--- config.mk ---
export PLATFORM = sky130hd
export DESIGN_NAME = text_console_cursor_engine_top
export DESIGN_NICKNAME = d
export VERILOG_FILES = /design/src/rtl/core/tcce_pkg.sv /design/src/rtl/core/text_console_cursor_engine_top.sv /design/src/rtl/core/tcce_step.sv
export VERILOG_INCLUDE_DIRS = /design/src /design/src/rtl/core
export SDC_FILE = /design/constraint.sdc
export NUM_CORES = 1
export LEC_CHECK = 0
export BUFFER_PORTS_ARGS = -buffer_cell sky130_fd_sc_hd__buf_2
export CAP_MARGIN = 20
export CORE_ASPECT_RATIO = 0.5
export CORE_MARGIN = 2
export CORE_UTILIZATION = 45
export CTS_BUF_LIST = sky130_fd_sc_hd__clkbuf_8
export CTS_CLUSTER_DIAMETER = 120
export DETAILED_ROUTE_END_ITERATION = 10
export GPL_TIMING_DRIVEN = 0
export PLACE_DENSITY_LB_ADDON = 0.08
export SLEW_MARGIN = 10
export SYNTH_ARGS = -nofsm -noshare
export SYNTH_HDL_FRONTEND = slang
export SYNTH_SLANG_ARGS = --single-unit
--- constraint.sdc ---
create_clock -name clk -period 6.5 [get_ports clk]
set_input_delay 1.3 -clock clk [delete_from_list [all_inputs] [get_ports clk]]
set_output_delay 1.3 -clock clk [all_outputs]
set_load 0.03 [all_outputs]
--- src/rtl/core/text_console_cursor_engine_top_defines.svh ---
// Assertion macros shared by the text console cursor engine RTL.
// Depends on nothing; the including module supplies clk and arst_n.
`ifndef TEXT_CONSOLE_CURSOR_ENGINE_TOP_DEFINES_SVH
`define TEXT_CONSOLE_CURSOR_ENGINE_TOP_DEFINES_SVH

// Checked at every clock edge outside reset.
`define TCCE_ASSERT(lbl, prop, msg) \
	lbl: assert property (@(posedge clk) disable iff (!arst_n) (prop)) else $error(msg);

// Checked at every clock edge, reset included.
`define TCCE_ASSERT_ALWAYS(lbl, prop, msg) \
	lbl: assert property (@(posedge clk) (prop)) else $error(msg);

`endif

--- src/rtl/core/tcce_pkg.sv ---
// Package for the text console cursor engine: character codes, cell geometry,
// register indexes, reset values and the step result type. Depends on nothing.
package tcce_pkg;

	// Field widths.
	localparam int unsigned CharW   = 8;
	localparam int unsigned GlyphW  = 7;
	localparam int unsigned ColW    = 8;
	localparam int unsigned RowW    = 7;
	localparam int unsigned ScanW   = 13;
	localparam int unsigned OffW    = 24;
	localparam int unsigned ColourW = 32;
	localparam int unsigned CfgIdxW = 3;

	// Default geometry limits.
	localparam int unsigned DEF_MAX_COLUMNS = 255;
	localparam int unsigned DEF_MAX_ROWS    = 127;

	// Character codes.
	localparam logic [CharW-1:0] CHAR_BS       = 8'd8;
	localparam logic [CharW-1:0] CHAR_LF       = 8'd10;
	localparam logic [CharW-1:0] CHAR_CR       = 8'd13;
	localparam logic [CharW-1:0] CHAR_PRINT_LO = 8'd32;
	localparam logic [CharW-1:0] CHAR_PRINT_HI = 8'd126;
	localparam logic [GlyphW-1:0] GLYPH_BLANK  = 7'd32;
	localparam logic [GlyphW-1:0] GLYPH_NONE   = 7'd0;

	// Cell geometry in pixels: 9 wide, 16 tall (row scale is a shift by 4).
	localparam int unsigned CellHShift = 4;
	localparam logic [10:0] PAD_PIX    = 11'd6;

	// Command kinds.
	localparam logic ACT_DRAW   = 1'b0;
	localparam logic ACT_SCROLL = 1'b1;

	// Configuration register indexes.
	typedef enum logic [CfgIdxW-1:0] {
		REG_TEXT_COLUMNS = 3'd0,
		REG_TEXT_ROWS    = 3'd1,
		REG_SCAN_WIDTH   = 3'd2,
		REG_FG_COLOUR    = 3'd3,
		REG_BG_COLOUR    = 3'd4
	} reg_idx_t;

	// Register reset values.
	localparam logic [ColW-1:0]    RST_TEXT_COLUMNS = 8'd112;
	localparam logic [RowW-1:0]    RST_TEXT_ROWS    = 7'd47;
	localparam logic [ScanW-1:0]   RST_SCAN_WIDTH   = 13'd1024;
	localparam logic [ColourW-1:0] RST_FG_COLOUR    = 32'h00E0E0E0;
	localparam logic [ColourW-1:0] RST_BG_COLOUR    = 32'h00080808;

	// What one character does to the cursor and which commands it raises.
	typedef struct packed {
		logic              draw_v;
		logic              scroll_v;
		logic [GlyphW-1:0] glyph;
		logic [ColW-1:0]   draw_col;
		logic [RowW-1:0]   draw_row;
		logic [OffW-1:0]   draw_off;
		logic [ColW-1:0]   next_col;
		logic [RowW-1:0]   next_row;
	} step_t;

endpackage

--- src/rtl/core/text_console_cursor_engine_top.sv ---
// Top level of the text console cursor engine: input word register, cursor
// state, configuration registers and the two-slot result register.
// Uses tcce_pkg, tcce_step and text_console_cursor_engine_top_defines.svh.
//
// The block reads one character byte per input word on the s_axis channel and
// writes console commands on the m_axis channel: a glyph draw for a cell, or a
// scroll-up of one text row. tuser carries the command kind (0 draw, 1 scroll)
// and tlast marks the final command raised by one character. A printable code
// at the end of the last row raises a draw followed by a scroll; every other
// character raises at most one command, and many raise none.
// A character accepted into the input register is decoded from there into the
// result register, which drives its first command on the output.
// A character with a draw and a scroll sends both commands in turn, one output
// word per cycle while the receiver is ready.
// The next character is accepted while a result still waits on the output.
// When the receiver stalls, the result register holds, the input register
// fills, and s_axis_tready falls until the result register can take a new pair.
// Reset clears the cursor to column 0, row 0, empties both registers, and loads
// the geometry and colour registers with their defaults (112 columns, 47 rows,
// 1024 words per line). The cfg channel is always ready and must only be used
// while the block is idle.
module text_console_cursor_engine_top #(
	parameter int unsigned MAX_COLUMNS = tcce_pkg::DEF_MAX_COLUMNS,
	parameter int unsigned MAX_ROWS    = tcce_pkg::DEF_MAX_ROWS
) (
	input  logic                          clk,
	input  logic                          arst_n,
	// Character input; tdata: char_code[7:0].
	input  logic                          s_axis_tvalid,
	output logic                          s_axis_tready,
	input  logic [7:0]                    s_axis_tdata,
	// Commands; tdata: glyph[6:0], cell_column[14:7], cell_row[21:15],
	// pixel_offset[45:22], draw_fg[77:46], draw_bg[109:78], zero[111:110].
	output logic                          m_axis_tvalid,
	input  logic                          m_axis_tready,
	output logic [111:0]                  m_axis_tdata,
	// tuser: action[0].
	output logic                          m_axis_tuser,
	output logic                          m_axis_tlast,
	// Configuration writes.
	input  logic                          cfg_valid,
	output logic                          cfg_ready,
	input  logic [tcce_pkg::CfgIdxW-1:0]  cfg_index,
	input  logic [31:0]                   cfg_data
);
	import tcce_pkg::*;

	`include "text_console_cursor_engine_top_defines.svh"

	localparam logic [ColW-1:0] MaxCols = ColW'(MAX_COLUMNS);
	localparam logic [RowW-1:0] MaxRows = RowW'(MAX_ROWS);

	// Configuration registers.
	logic [ColW-1:0]    text_columns_q;
	logic [RowW-1:0]    text_rows_q;
	logic [ScanW-1:0]   scan_width_q;
	logic [ColourW-1:0] fg_colour_q;
	logic [ColourW-1:0] bg_colour_q;
	logic [ColW-1:0]    eff_cols;
	logic [RowW-1:0]    eff_rows;
	logic [RowW-1:0]    last_row;
	logic [10:0]        scroll_pix_row;
	logic [OffW-1:0]    scroll_off_q;

	// Input register and cursor.
	logic               valid_s1;
	logic [CharW-1:0]   char_s1;
	logic [ColW-1:0]    cursor_col_q;
	logic [RowW-1:0]    cursor_row_q;
	step_t              step_res;

	// Result register: slot 0 holds the draw, slot 1 marks a pending scroll.
	logic               draw_v_q;
	logic               scroll_v_q;
	logic [GlyphW-1:0]  glyph_q;
	logic [ColW-1:0]    draw_col_q;
	logic [RowW-1:0]    draw_row_q;
	logic [OffW-1:0]    draw_off_q;

	logic               out_fire;
	logic               pair_free;
	logic               adv_s1;
	logic               act;
	logic [GlyphW-1:0]  o_glyph;
	logic [ColW-1:0]    o_col;
	logic [RowW-1:0]    o_row;
	logic [OffW-1:0]    o_off;
	logic [ColourW-1:0] o_fg;

	assign cfg_ready = 1'b1;

	always_ff @(posedge clk or negedge arst_n) begin
		if (!arst_n) begin
			text_columns_q <= RST_TEXT_COLUMNS;
			text_rows_q    <= RST_TEXT_ROWS;
			scan_width_q   <= RST_SCAN_WIDTH;
			fg_colour_q    <= RST_FG_COLOUR;
			bg_colour_q    <= RST_BG_COLOUR;
		end else if (cfg_valid) begin
			case (cfg_index)
				REG_TEXT_COLUMNS: text_columns_q <= cfg_data[ColW-1:0];
				REG_TEXT_ROWS:    text_rows_q    <= cfg_data[RowW-1:0];
				REG_SCAN_WIDTH:   scan_width_q   <= cfg_data[ScanW-1:0];
				REG_FG_COLOUR:    fg_colour_q    <= cfg_data;
				REG_BG_COLOUR:    bg_colour_q    <= cfg_data;
				default: begin
				end
			endcase
		end
	end

	// Geometry is clamped to one cell at least and to the build limits at most.
	always_comb begin
		eff_cols = text_columns_q;
		if (eff_cols > MaxCols) eff_cols = MaxCols;
		if (eff_cols == '0) eff_cols = 8'd1;
		eff_rows = text_rows_q;
		if (eff_rows > MaxRows) eff_rows = MaxRows;
		if (eff_rows == '0) eff_rows = 7'd1;
	end

	// The scroll offset depends only on configuration, so it is kept in a
	// register that is loaded from the configuration registers.
	assign last_row       = eff_rows - 7'd1;
	assign scroll_pix_row = {last_row, {CellHShift{1'b0}}} + PAD_PIX;

	always_ff @(posedge clk) begin
		scroll_off_q <= OffW'(scroll_pix_row * scan_width_q);
	end

	// Handshakes. The result register takes a new pair when empty, or when its
	// only remaining command leaves in this cycle.
	assign out_fire      = m_axis_tvalid && m_axis_tready;
	assign pair_free     = (!draw_v_q && !scroll_v_q) ||
	                       (out_fire && (draw_v_q ^ scroll_v_q));
	assign adv_s1        = valid_s1 && pair_free;
	assign s_axis_tready = !valid_s1 || adv_s1;

	tcce_step u_step (
		.char_code  (char_s1),
		.cur_col    (cursor_col_q),
		.cur_row    (cursor_row_q),
		.eff_cols   (eff_cols),
		.eff_rows   (eff_rows),
		.scan_width (scan_width_q),
		.res        (step_res)
	);

	always_ff @(posedge clk or negedge arst_n) begin
		if (!arst_n) begin
			valid_s1     <= 1'b0;
			cursor_col_q <= '0;
			cursor_row_q <= '0;
			draw_v_q     <= 1'b0;
			scroll_v_q   <= 1'b0;
		end else begin
			if (s_axis_tready) begin
				valid_s1 <= s_axis_tvalid;
			end
			if (adv_s1) begin
				cursor_col_q <= step_res.next_col;
				cursor_row_q <= step_res.next_row;
				draw_v_q     <= step_res.draw_v;
				scroll_v_q   <= step_res.scroll_v;
			end else if (out_fire) begin
				if (draw_v_q) begin
					draw_v_q <= 1'b0;
				end else begin
					scroll_v_q <= 1'b0;
				end
			end
		end
	end

	always_ff @(posedge clk) begin
		if (s_axis_tready && s_axis_tvalid) begin
			char_s1 <= s_axis_tdata;
		end
		if (adv_s1) begin
			glyph_q    <= step_res.glyph;
			draw_col_q <= step_res.draw_col;
			draw_row_q <= step_res.draw_row;
			draw_off_q <= step_res.draw_off;
		end
	end

	// Output word: the draw goes first, the scroll after it.
	always_comb begin
		if (draw_v_q) begin
			act     = ACT_DRAW;
			o_glyph = glyph_q;
			o_col   = draw_col_q;
			o_row   = draw_row_q;
			o_off   = draw_off_q;
			o_fg    = fg_colour_q;
		end else begin
			act     = ACT_SCROLL;
			o_glyph = GLYPH_NONE;
			o_col   = '0;
			o_row   = last_row;
			o_off   = scroll_off_q;
			o_fg    = '0;
		end
	end

	assign m_axis_tvalid = draw_v_q || scroll_v_q;
	assign m_axis_tuser  = act;
	assign m_axis_tlast  = !(draw_v_q && scroll_v_q);
	assign m_axis_tdata  = {2'b00, bg_colour_q, o_fg, o_off, o_row, o_col, o_glyph};

	`TCCE_ASSERT(a_scroll_is_last, (m_axis_tvalid && m_axis_tuser) |-> m_axis_tlast, "scroll not last")
	`TCCE_ASSERT(a_pair_continues, (out_fire && !m_axis_tlast) |=> (m_axis_tvalid && m_axis_tuser), "second command of a pair missing")
	`TCCE_ASSERT(a_cursor_moves_on_step, (!$stable(cursor_col_q) || !$stable(cursor_row_q)) |-> $past(adv_s1), "cursor moved without a character")

endmodule

--- src/rtl/core/tcce_step.sv ---
// Cursor step logic of the text console cursor engine: decodes one character,
// moves the cursor and forms the draw cell and its pixel word offset. Uses tcce_pkg.
module tcce_step (
	input  logic [tcce_pkg::CharW-1:0] char_code,
	input  logic [tcce_pkg::ColW-1:0]  cur_col,
	input  logic [tcce_pkg::RowW-1:0]  cur_row,
	input  logic [tcce_pkg::ColW-1:0]  eff_cols,
	input  logic [tcce_pkg::RowW-1:0]  eff_rows,
	input  logic [tcce_pkg::ScanW-1:0] scan_width,
	output tcce_pkg::step_t            res
);
	import tcce_pkg::*;

	logic [ColW:0]   col_inc;
	logic [RowW:0]   row_inc;
	logic            wrap_col;
	logic            nl_scroll;
	logic [RowW-1:0] nl_row;
	logic [10:0]     pix_row;
	logic [11:0]     pix_col;
	logic [23:0]     row_prod;
	step_t           base;

	assign col_inc   = {1'b0, cur_col} + 9'd1;
	assign row_inc   = {1'b0, cur_row} + 8'd1;
	assign wrap_col  = col_inc >= {1'b0, eff_cols};
	assign nl_scroll = row_inc >= {1'b0, eff_rows};
	assign nl_row    = nl_scroll ? (eff_rows - 7'd1) : row_inc[RowW-1:0];

	always_comb begin
		base          = '0;
		base.glyph    = GLYPH_BLANK;
		base.draw_col = cur_col;
		base.draw_row = cur_row;
		base.next_col = cur_col;
		base.next_row = cur_row;
		case (char_code) inside
			[CHAR_PRINT_LO:CHAR_PRINT_HI]: begin
				base.draw_v = 1'b1;
				base.glyph  = char_code[GlyphW-1:0];
				if (wrap_col) begin
					base.next_col = '0;
					base.next_row = nl_row;
					base.scroll_v = nl_scroll;
				end else begin
					base.next_col = col_inc[ColW-1:0];
				end
			end
			CHAR_CR: begin
				base.next_col = '0;
			end
			CHAR_LF: begin
				base.next_col = '0;
				base.next_row = nl_row;
				base.scroll_v = nl_scroll;
			end
			CHAR_BS: begin
				// Step back; at column zero go to the end of the row above, if there is one.
				if (cur_col != '0) begin
					base.draw_v   = 1'b1;
					base.next_col = cur_col - 8'd1;
					base.draw_col = cur_col - 8'd1;
				end else if (cur_row != '0) begin
					base.draw_v   = 1'b1;
					base.next_row = cur_row - 7'd1;
					base.next_col = eff_cols - 8'd1;
					base.draw_row = cur_row - 7'd1;
					base.draw_col = eff_cols - 8'd1;
				end
			end
			default: begin
			end
		endcase
	end

	// Top-left pixel: (row*16 + 6) * scan_width + col*9 + 6, kept to 24 bits.
	assign pix_row  = {base.draw_row, {CellHShift{1'b0}}} + PAD_PIX;
	assign pix_col  = {1'b0, base.draw_col, 3'b000} + {4'b0000, base.draw_col}
	                  + {1'b0, PAD_PIX};
	assign row_prod = {13'd0, pix_row} * {11'd0, scan_width};

	always_comb begin
		res          = base;
		res.draw_off = row_prod + {12'd0, pix_col};
	end

endmodule
# ---- Word-level counts from Yosys, hierarchy flattened
# Cells that the tools add are included.
dict set report word_totals {
  regBits 188
  output_inout_bits 117
  mem_bits_rw 0
  word_cells 119
  memories 0
  latchBits 0
  romBits 0
  in_bits 48
}
dict set report op_classes {
  n_div 0
  reduce_logical 30
  addsub 11
  n_mul 2
  muxes 43
  bitwise 1
  shift 0
  n_eq_ne 10
  order_cmp 6
}
# operator n
set ops {}
lappend ops {{7-bit two-way mux} 11}
lappend ops {{15-bit two-way mux} 5}
lappend ops {{8-bit two-way mux} 9}
lappend ops {{11-bit by 13-bit multiplier with 24-bit output} 2}
lappend ops {{32-bit two-way mux} 1}
lappend ops {{24-bit by 12-bit adder with 24-bit output} 1}
lappend ops {{8-bit by 4-bit == test with 1-bit output, second input constant} 3}
lappend ops {{24-bit two-way mux} 1}
lappend ops {{11-bit by 3-bit adder with 11-bit output, second input constant} 2}
lappend ops {{1-bit two-way mux} 16}
lappend ops {{8-bit by 1-bit subtractor with 8-bit output, second input constant} 2}
lappend ops {{2-bit AND reduction} 7}
lappend ops {{7-bit by 1-bit subtractor with 7-bit output, second input constant} 2}
lappend ops {{11-bit by 8-bit adder with 12-bit output} 1}
lappend ops {{12-bit by 3-bit adder with 12-bit output, second input constant} 1}
lappend ops {{8-bit by 1-bit adder with 9-bit output, second input constant} 1}
lappend ops {{9-bit by 8-bit >= comparator with 1-bit output} 1}
lappend ops {{7-bit by 1-bit adder with 8-bit output, second input constant} 1}
lappend ops {{8-bit by 6-bit >= comparator with 1-bit output, second input constant} 1}
lappend ops {{8-bit by 7-bit >= comparator with 1-bit output} 1}
lappend ops {{8-bit > comparator, second input constant} 1}
lappend ops {{8-bit by 7-bit less-or-equal comparator with 1-bit output, second input constant} 1}
lappend ops {{8-bit zero test} 1}
lappend ops {{8-bit nonzero test} 1}
lappend ops {{other kinds (16)} 30}

# ---- Longest topological paths before layout
dict set report depth {
  ltp_word 14
  ltp_mapped 30
  mapped_depth_nobuf 27
}

# ---- By module
# Synthesis repeated with hierarchy kept, for this count alone.
dict set report hier_totals {
  cells_unflattened 1743
  hier_area_um2 17825.8
}
# mod instances area_per_inst_um2 cells_each seq_area_each_um2
set modules_own_cells {}
lappend modules_own_cells {text_console_cursor_engine_top 1 11352.1 946 4860.9}
lappend modules_own_cells {tcce_step 1 6473.7 797 0.0}

# ---- Least setup slack after synthesis
# No wires, ideal clock.
dict set report synth_path {
  path_type {register to register}
  from {reg cursor_col_q[0]}
  to {reg draw_off_q[20] (data pin)}
  path_stages_with_launch 27
  arrival_ps 6551
  path_buffers 3
  period_less_slack_ps 6809
  required_ps 6242
  setup_ps 258
  path_slack_ps -309
  cell_sequence {dfrtp_1 inv_1 ha_1 or4b_4 or4_1 buf_4 nor2_8 nand2_4 o31ai_2 buf_4 and2_1 fa_1 fa_1 inv_1 fa_1 fa_1 fa_1 inv_1 ha_1 clkbuf_1 a21o_1 a21o_1 a22oi_1 o31ai_1 o41ai_1 a21oi_1 xnor2_1}
}
# item line_no
set synth_lines {}
lappend synth_lines {{start: declaration} text_console_cursor_engine_top.sv:68} ;# logic [ColW-1:0] cursor_col_q;
lappend synth_lines {{start signal: assignment} text_console_cursor_engine_top.sv:161} ;# cursor_col_q <= step_res.next_col;
lappend synth_lines {{end signal: assignment} text_console_cursor_engine_top.sv:183} ;# draw_off_q <= step_res.draw_off;
lappend synth_lines {{end: declaration} text_console_cursor_engine_top.sv:78} ;# logic [OffW-1:0] draw_off_q;

==> impl_metrics.ini <==
[final_layout]
n_antenna_cell = 0
post-route-util_pct = 54.4
layout_commonest_cell = inv_1
fillers = 3389
final_cell_mix = inv_1, ha_1, buf_2
drive_gt1_share_pct = 27.3
area_growth_pct = 18.6
nNetsFinal = 2323

[logic_synthesis]
synth_top_cell_by_area = fa_1
ys_ff_latch = 186
synth_seq_area_share_pct = 28.1
synth_area_leaders = fa_1, ha_1, dfrtp_1, edfxtp_1, mux2_2
synth_ff_type = dfrtp_1
async_flop_share_pct = 59.1
synth_cells = 1684
synth_edf_count = 53
synth_cell_types = 74
syn_area_um2 = 17200
synth_top_cell_area_share_pct = 19.1
syn_area_per_cell_um2 = 10.2
ys_warn_count = 0

[die]
start_util_pct = 45.8
core_um2 = 37500
dieArea_um2 = 39900
row_count = 50
die_w_um = 281
io-pin-count = 165
die-height_um = 142

[critical_path]
r2r_cells = 25
cp.required_ns = 6.77
crit_start = cursor_col_q[1]
crit_type = reg -> reg
regToRegStartpoint = cursor_col_q[1]
cp_data_arrival_time_ns = 7.33
r2r_end = draw_off_q[22]
worstSetupStartpointType = flip-flop
worst-path-max-fanout = 4
reg2reg_slack_ns = -0.55
crit_path_end = draw_off_q[22]
worstSetupEndpointType = flip-flop

[routing]
ant_nets = 0
drtIter0Drc = 739
drc_errors = 0
via_per_inst = 5.18
postRouteWirelength_um = 44300
routedWlPerCell_um = 18.2
dr.pass1.iters = 6
dr_total_vias = 12600

[sta]
hold_viol = 0
finClkSkew_ns = 0.0264
setup_violations = 11
holdWs_ns = 0.512
relSlewSlack_pct = 19.8
max_slew.worst_pin.slew_ns = 1.19
fmax_mhz = 142
slew_viol_final = 0
period_needed_ns = 7.05
setup_ws_ns = -0.554
rsz0062_at_grt = yes
fin_crit_sh_pct = 109

[cts]
tritoncts = built
root_buffer = clkbuf_8
cts.clk_slew.worst_paths_ns = 0.11
clockBufferDepth = 2
cts_buffers = 17
postCtsHoldBufs = 0
htreeDepth = 4
cts.sinks = 186
clk_latency_ns = 0.53

[outcome]
violations = negative setup slack
status = finished with violations

[placement]
port-buffer-count = 161
dp_hpwl_um = 33300
gp_congestion = 0.888

[global_route]
grt_pass1_vias = 12600
grt_pass1_wl_um = 69600
antenna_found_initial = 1
overflow = 0
grt_start_max_net_pins = 70
grt.total_usage_pct = 22.9

[job]
maxCapViolCount = 0

[hold_path]
hold_path.class = reg -> reg
==> repair_timing <==
action	in CTS	in global routing
setup endpoints to repair	29	23
pin swaps	41	53
cloned	0	0
setup buffers	46	19
gates resized for setup	98	59
==> metrics by stage <==
step           TNS [ns]  setup WS [ns]  cell area [um^2]  std cells
2_1_floorplan    -0.630         -0.286             17300       1685
3_3_place_gp     -20.09          -1.56             18800       2340
3_5_place_dp     -19.86          -1.50             18800       2343
4_1_cts           -3.21         -0.514             20000       2416
5_1_grt           -5.49         -0.714             20400       2434
6_report          -2.99         -0.554             20400       2434
==> Yosys cell counts (all sizes together), types with 4 or more instances <==
| master | n |
|---|---|
| inv | 250 |
| ha | 184 |
| fa | 164 |
| and2 | 145 |
| nand2 | 122 |
| mux2 | 112 |
| dfrtp | 89 |
| o21ai | 61 |
| nor2 | 56 |
| edfxtp | 53 |
| clkbuf | 52 |
| a21oi | 49 |
| xnor2 | 44 |
| nor2b | 39 |
| dfxtp | 23 |
| dfstp | 21 |
| nand3 | 19 |
| nand2b | 17 |
| a21o | 16 |
| buf | 15 |
| xor2 | 14 |
| and3 | 12 |
| nor3 | 12 |
| a211oi | 8 |
| o21a | 8 |
| a31oi | 6 |
| o22ai | 6 |
| o31ai | 6 |
| mux2i | 5 |
| nand4 | 5 |
| nor4 | 5 |
| a211o | 4 |
| a311oi | 4 |
| and4 | 4 |
| or3 | 4 |
==> state kept, by name (all words and copies together), names as in the netlist, 8 cells and up <==
| name | cells |
|---|---|
| bg_colour_q | 32 |
| char_s1 | 8 |
| cursor_col_q | 8 |
| draw_col_q | 8 |
| draw_off_q | 23 |
| fg_colour_q | 32 |
| scan_width_q | 13 |
| scroll_off_q | 23 |
| text_columns_q | 8 |
==> worst min path at each step <==
stage / cells after the start / from / to
6_report: 1 / fg_colour_q[25] / fg_colour_q[25]
5_1_grt: 1 / fg_colour_q[25] / fg_colour_q[25]
4_1_cts: 1 / fg_colour_q[0] / fg_colour_q[0]
3_5_place_dp: 1 / fg_colour_q[29] / fg_colour_q[29]
3_3_place_gp: 1 / fg_colour_q[27] / fg_colour_q[27]
2_1_floorplan: 0 / scan_width_q[0] / scroll_off_q[1]
==> final cells by class <==
cell class	count	area (um^2)	share of cell area, %
Inverter	250	943	4.62
Sequential cell	186	4830	23.7
Clock inverter	15	216	1.06
Clock buffer	17	234	1.15
Multi-Input combinational cell	1182	11800	57.9
Tap cell	494	618	3.03
Buffer	61	335	1.64
Timing Repair Buffer	229	1420	6.95
==> layer usage <==
metal  global-route usage, %  wire length, um  up-vias
met1                    32.8            21400     6301
li1                        -                -     6024
met4                    3.88              466        0
met2                    37.5            20600      257
met3                    3.45             1940       30
met5                       0                0        -
==> critical path, cell delays in order (launching register included) <==
cell	delay (ns)
dfrtp_1	0.43
inv_2	0.10
ha_4	0.14
or4b_4	0.50
or4_4	0.49
nor2_8	0.16
buf_6	0.12
nand2_2	0.05
mux2_4	0.36
buf_6	0.13
and2_1	0.16
fa_2	0.52
inv_1	0.05
fa_2	0.53
fa_2	0.44
fa_2	0.36
fa_1	0.52
inv_2	0.05
ha_4	0.23
a21o_1	0.19
a21o_1	0.17
a22oi_2	0.24
o31ai_4	0.15
o41ai_2	0.42
and2_1	0.20
a211oi_2	0.08
==> kinds of logic (layout without fill, tap and decap cells) <==
family	count (synthesis)	count (layout)	synth area share, %
adders and majority gates	348	348	32.5
DFF	186	186	28.1
AOI/OAI and AO/OA	206	206	7.69
muxes	117	117	7.64
xor gates and xnor gates	58	58	2.95
and+or+nand+nor	450	450	13.9
buffers and inverters	317	572	7.19
other	2	3	0.0437
Power is left out: the tool's default activity adds up to more than one toggle a clock period on the data nets, which glitch-free logic cannot reach.
